==> src/rtl/ssl_pkg.sv <==
`timescale 1ns / 1ps
`default_nettype none
// ----------------------------------------------------------------------------
// ssl_pkg: shared types and constants
// Field widths, register indexes, controller states, and the command and
// status bundles exchanged between the controller and the datapath.
// ----------------------------------------------------------------------------
package ssl_pkg;

  localparam int CHANNELS_DEF  = 16;
  localparam int EXP_DEPTH_DEF = 256;

  localparam int CH_W       = 4;
  localparam int IN_W       = 19;
  localparam int SEC_W      = 20;
  localparam int SHAPE_W    = 16;
  localparam int PERIOD_W   = 24;
  localparam int CFG_IDX_W  = 2;
  localparam int CFG_DATA_W = 24;

  localparam int LV_W  = 32;
  localparam int SS_W  = 24;
  localparam int DIR_W = 2;
  localparam int E_W   = 25;

  localparam int DVD_W = 56;
  localparam int DSR_W = 43;

  localparam logic [CFG_IDX_W-1:0] REG_RISE   = 2'd0;
  localparam logic [CFG_IDX_W-1:0] REG_FALL   = 2'd1;
  localparam logic [CFG_IDX_W-1:0] REG_PERIOD = 2'd2;

  localparam logic [PERIOD_W-1:0] PERIOD_RESET = 24'd89478;
  localparam logic [SS_W-1:0]     STEP_RESET   = 24'd2621440;
  localparam logic [SS_W-1:0]     MIN_STEP     = 24'd26;
  localparam logic [SEC_W-1:0]    MIN_SLEW     = 20'd6;

  typedef enum logic [4:0] {
    S_IDLE, S_READ, S_DECIDE, S_U_START, S_U_WAIT, S_SHAPE, S_KU,
    S_EXP_IDX, S_EXP_TAB, S_EXP_MUL, S_EXP_END, S_KE,
    S_M_START, S_M_WAIT, S_QPROD, S_Q_START, S_Q_WAIT, S_MUL, S_STEP, S_FIN
  } ssl_state_t;

  typedef enum logic [3:0] {
    OP_NONE, OP_EVAL, OP_SHAPE, OP_KU, OP_EXP_IDX, OP_EXP_TAB, OP_EXP_MUL,
    OP_EXP_END, OP_KE, OP_QPROD, OP_MUL, OP_STEP, OP_FIN
  } ssl_op_t;

  typedef enum logic [1:0] {DS_U, DS_M, DS_Q} ssl_dsel_t;

  typedef struct packed {
    logic      load;
    ssl_op_t   op;
    logic      div_start;
    ssl_dsel_t dsel;
    logic      pass;
    logic [1:0] chunk;
  } ssl_cmd_t;

  typedef struct packed {
    logic ch_ok;
    logic skip;
    logic shape_zero;
    logic shape_neg;
    logic div_done;
  } ssl_stat_t;

endpackage
`default_nettype wire

==> src/rtl/ssl_ctrl.sv <==
`timescale 1ns / 1ps
`default_nettype none
// ----------------------------------------------------------------------------
// ssl_ctrl: slew limiter controller
// Sequences one transaction through the datapath and owns the handshakes.
// ----------------------------------------------------------------------------
module ssl_ctrl (
  input  logic                clk,
  input  logic                rst,
  input  logic                in_valid,
  output logic                in_ready,
  output logic                out_valid,
  input  logic                out_ready,
  output ssl_pkg::ssl_cmd_t   cmd,
  input  ssl_pkg::ssl_stat_t  stat
);
  import ssl_pkg::*;

  ssl_state_t state;
  ssl_state_t state_next;
  logic       pass;
  logic       pass_next;
  logic [1:0] chunk;
  logic [1:0] chunk_next;
  logic       out_set;

  always_ff @(posedge clk) begin
    if (rst) begin
      state     <= S_IDLE;
      pass      <= 1'b0;
      chunk     <= '0;
      out_valid <= 1'b0;
    end else begin
      state <= state_next;
      pass  <= pass_next;
      chunk <= chunk_next;
      if (out_set) begin
        out_valid <= 1'b1;
      end else if (out_ready) begin
        out_valid <= 1'b0;
      end
    end
  end

  always_comb begin
    state_next    = state;
    pass_next     = pass;
    chunk_next    = chunk;
    out_set       = 1'b0;
    in_ready      = (state == S_IDLE);
    cmd.load      = 1'b0;
    cmd.op        = OP_NONE;
    cmd.div_start = 1'b0;
    cmd.dsel      = DS_U;
    cmd.pass      = pass;
    cmd.chunk     = chunk;
    case (state)
      S_IDLE: begin
        cmd.load = in_valid;
        if (in_valid && stat.ch_ok) begin
          state_next = S_READ;
        end
      end
      S_READ: begin
        cmd.op     = OP_EVAL;
        pass_next  = 1'b0;
        state_next = S_DECIDE;
      end
      S_DECIDE: begin
        if (stat.skip) begin
          state_next = S_STEP;
        end else if (stat.shape_zero) begin
          state_next = S_QPROD;
        end else begin
          state_next = S_U_START;
        end
      end
      S_U_START: begin
        cmd.div_start = 1'b1;
        cmd.dsel      = DS_U;
        state_next    = S_U_WAIT;
      end
      S_U_WAIT: begin
        if (stat.div_done) begin
          state_next = S_SHAPE;
        end
      end
      S_SHAPE: begin
        cmd.op     = OP_SHAPE;
        state_next = S_KU;
      end
      S_KU: begin
        cmd.op     = OP_KU;
        state_next = stat.shape_neg ? S_EXP_IDX : S_M_START;
      end
      S_EXP_IDX: begin
        cmd.op     = OP_EXP_IDX;
        state_next = S_EXP_TAB;
      end
      S_EXP_TAB: begin
        cmd.op     = OP_EXP_TAB;
        state_next = S_EXP_MUL;
      end
      S_EXP_MUL: begin
        cmd.op     = OP_EXP_MUL;
        state_next = S_EXP_END;
      end
      S_EXP_END: begin
        cmd.op = OP_EXP_END;
        if (pass) begin
          state_next = S_KE;
        end else begin
          pass_next  = 1'b1;
          state_next = S_EXP_IDX;
        end
      end
      S_KE: begin
        cmd.op     = OP_KE;
        state_next = S_M_START;
      end
      S_M_START: begin
        cmd.div_start = 1'b1;
        cmd.dsel      = DS_M;
        state_next    = S_M_WAIT;
      end
      S_M_WAIT: begin
        cmd.dsel = DS_M;
        if (stat.div_done) begin
          state_next = S_QPROD;
        end
      end
      S_QPROD: begin
        cmd.op     = OP_QPROD;
        state_next = S_Q_START;
      end
      S_Q_START: begin
        cmd.div_start = 1'b1;
        cmd.dsel      = DS_Q;
        state_next    = S_Q_WAIT;
      end
      S_Q_WAIT: begin
        cmd.dsel   = DS_Q;
        chunk_next = '0;
        if (stat.div_done) begin
          state_next = S_MUL;
        end
      end
      S_MUL: begin
        cmd.op = OP_MUL;
        if (chunk == 2'd3) begin
          state_next = S_STEP;
        end else begin
          chunk_next = chunk + 2'd1;
        end
      end
      S_STEP: begin
        cmd.op     = OP_STEP;
        state_next = S_FIN;
      end
      S_FIN: begin
        if (!out_valid || out_ready) begin
          cmd.op     = OP_FIN;
          out_set    = 1'b1;
          state_next = S_IDLE;
        end
      end
      default: state_next = S_IDLE;
    endcase
  end

endmodule
`default_nettype wire

==> config.mk <==
export PLATFORM = sky130hd
export DESIGN_NAME = ssl_ctrl
export DESIGN_NICKNAME = d
export VERILOG_FILES = /design/src/rtl/ssl_pkg.sv /design/src/rtl/ssl_ctrl.sv
export SDC_FILE = /design/constraint.sdc
export NUM_CORES = 1
export LEC_CHECK = 0
export BUFFER_PORTS_ARGS = -buffer_cell sky130_fd_sc_hd__clkbuf_2
export CAP_MARGIN = 20
export CORE_MARGIN = 8
export CORE_UTILIZATION = 40
export CTS_CLUSTER_DIAMETER = 150
export DETAILED_ROUTE_END_ITERATION = 10
export HOLD_SLACK_MARGIN = 0.06
export PLACE_DENSITY = 0.7
export SYNTH_ARGS = -nofsm -noshare
export SYNTH_HDL_FRONTEND = slang
export SYNTH_SLANG_ARGS = --single-unit
==> constraint.sdc <==
create_clock -name clk -period 2.6 [get_ports clk]
set_clock_uncertainty 0.1 [all_clocks]
set_input_delay 0.13 -clock clk [delete_from_list [all_inputs] [get_ports clk]]
set_output_delay 0.13 -clock clk [all_outputs]
set_load 0.02 [all_outputs]
==> out/qor.yml <==
clock_network:
  insertion_delay_ps: 280
  cts_tree: "built"
  clockBufferDepth: 2
  path_clk_slew_ps: 70
  cts.sinks: 9
  htree_levels: 1
  cts_resized: 0
  cts_setup_buffers: 0
  root_buffer: "clkbuf_4"
  cts_made_buffers: 3
  hold_buffers: 0
sta:
  finalSetupTns_ps: 0
  finalHoldViolCount: 0
  finalCriticalPeriod_ps: 2220
  relSlewSlack_pct: 50.9
  fmax_ghz: 0.450
  worst_pin_slew_ps: 736
  setup_viol: 0
  rsz0062_at_grt: "no"
  slew_viol_final: 0
  post-route-period-util_pct: 85.4
  setup_slack_ps: 380
die:
  core_sq_mm: 0.00215
  die_w_um: 62.8
  io_pins: 22
  dieArea_sq_mm: 0.00395
  rows: 17
  die_h_um: 62.8
  start_util_pct: 40.8
routing:
  drtIter0Drc: 24
  wl_mm: 2.24
  num_vias: 907
  postRouteAntennaNets: 0
  drc: 0
  drt-vias-per-instance: 5.70
  firstDrtPassIters: 4
  drt-wirelength-per-cell_um: 14.1
finish:
  num-nets-final: 142
  area_growth_pct: 10.7
  diodes: 0
  drive_above_1_share_pct: 24.4
  final_area_sq_um: 971
  fin_cells: 159
critical_path:
  crit_path_start_kind: "flop"
  crit_type: "flop to primary output"
  cp_max_fo: 16
  cp.required_ps: 2370
  r2r_setup_slack_ps: 420
  end_kind: "primary output"
  cp.arrival_ps: 1990
placed_design:
  dpl-instance-area_sq_um: 945
  dp_slack_ps: 464
  gp_congestion: 0.930
  dp_hpwl_mm: 1.64
  io_buffers: 21
  post-place-cells: 155
global_route:
  gr-usage-all-layers_pct: 11.4
  grt_pass1_wl_mm: 3.77
  gr-total-overflow: 0
  grt_max_degree: 22
  antenna_found_initial: 0
  grt_pass1_vias: 839
synthesis:
  synth_ff_type: "dfxtp_1"
  async_reset_ff_share_pct: 0
  avgSynthCellArea_sq_um: 7.63
  synth_edf_count: 0
  seq_area_frac_synth_pct: 20.5
  synth_area_leader_cell: "dfxtp_1"
  ys_ff_latch: 9
  synth_area_sq_um: 877
  yosys.cell_types.count: 44
  synth_nets: 125
  ys.warnings.count: 0
  synth_area_leaders: "dfxtp_1, a21oi_1, mux2i_1, nand2_1, nor2_1"
  netlist_instances: 115
  synth_top_area_share_pct: 20.5
status:
  status: "complete, no violations"
flow_run:
  max_cap_violations: 0
pwr:
  leakage_nw: 0.397
  powerDensity_mw_per_mm2: 831
  ir_drop_mv: 0.414
worst_hold_path:
  hp-class: "input pin to flop"
-- flip-flops by register name (all words and copies together) (netlist names) --
name	cells
state	5
chunk	2
out_valid	1
pass	1
-- final cells by class --
class                   instances  area (sq um)
clock buffers                   4          26.3
fillers                       220          1180
inverters                       5          18.8
multi-input cells              91           598
flip-flops and latches          9           180
well taps                      28          35.0
repair buffers                 22           113
-- critical path, stage by stage, from the launching register on --
cell and delay (ps):
dfxtp_1 650, inv_1 270, nor2_1 220, a21oi_1 100
o31ai_1 240, clkbuf_2 220
-- through the flow --
| stage | hold WS (ps) | util, % | total power, mW |
|---|---|---|---|
| floorplan | 229 | - | 0.607 |
| global placement | 350 | 44.0 | 0.678 |
| detailed placement | 350 | 44.0 | 0.687 |
| CTS | 62.2 | 45.2 | 0.805 |
| global route | 86.3 | 45.2 | 0.863 |
| finish | 62.6 | 45.2 | 0.807 |
-- where the power goes --
group / switching [mW] / total [mW] / internal, mW
Sequential: 0.0898 / 0.249 / 0.159
Clock: 0.0588 / 0.118 / 0.0596
Combinational: 0.245 / 0.440 / 0.195
-- cell usage in the layout, fill, tap and decap left out, types with 2 or more instances in the layout --
cell	Yosys	layout
nor2b_1	2	2
nor2_2	2	2
nor4b_1	2	2
and2_1	2	2
o21ai_0	6	6
o22ai_1	2	2
o31ai_1	3	3
nand2_1	11	11
nand2b_1	4	4
clkbuf_4	0	3
dfxtp_1	9	9
inv_1	5	5
xor2_1	2	2
nor2_1	11	11
mux2i_1	5	5
clkbuf_2	0	21
nand3_1	3	3
a31oi_1	2	2
a21oi_1	10	10
nand3b_1	2	2
nor3b_1	2	2
-- cell usage after synthesis, types with 2 or more instances --
library cell,count
inv_1,5
o22ai_1,2
nand3b_1,2
nand2_1,11
nor2b_1,2
clkbuf_1,2
o31ai_1,3
buf_4,2
nand3_1,3
o21ai_0,6
and2_1,2
nand2b_1,4
nor3b_1,2
dfxtp_1,9
a31oi_1,2
nor4b_1,2
mux2i_1,5
buf_6,3
nor2_1,11
a21oi_1,10
nor2_2,2
buf_2,2
xor2_1,2
-- per-layer routing --
layer	global-route usage [%]	wire length, um
met2	17.1	949
met1	13.9	1070
met3	2.69	158
met5	0	0
met4	7.69	64
-- logic make-up (layout without fill, tap and decap cells) --
kind of cell	Yosys count	count (layout)	synth area share [%]
AO/OA/AOI/OAI	33	33	25.3
multiplexers	5	5	5.71
AND/OR/NAND/NOR	49	49	32.8
adder cells (fa/ha/maj)	1	1	1.43
flip-flops	9	9	20.5
buffers and inverters	15	31	11.3
XOR/XNOR	3	3	3.00
-- path summary, 6_finish.rpt --
check,cells past startpoint,from,end
min,2,rst,pass$_SDFFE_PP0P_
max,5,state[4]$_SDFFE_PP0P_,cmd[8]
max reg2reg,4,state[3]$_SDFFE_PP0P_,state[0]$_SDFFE_PP0P_
min reg2reg,2,pass$_SDFFE_PP0P_,pass$_SDFFE_PP0P_
No activity file was read; power rests on OpenSTA's default activity.
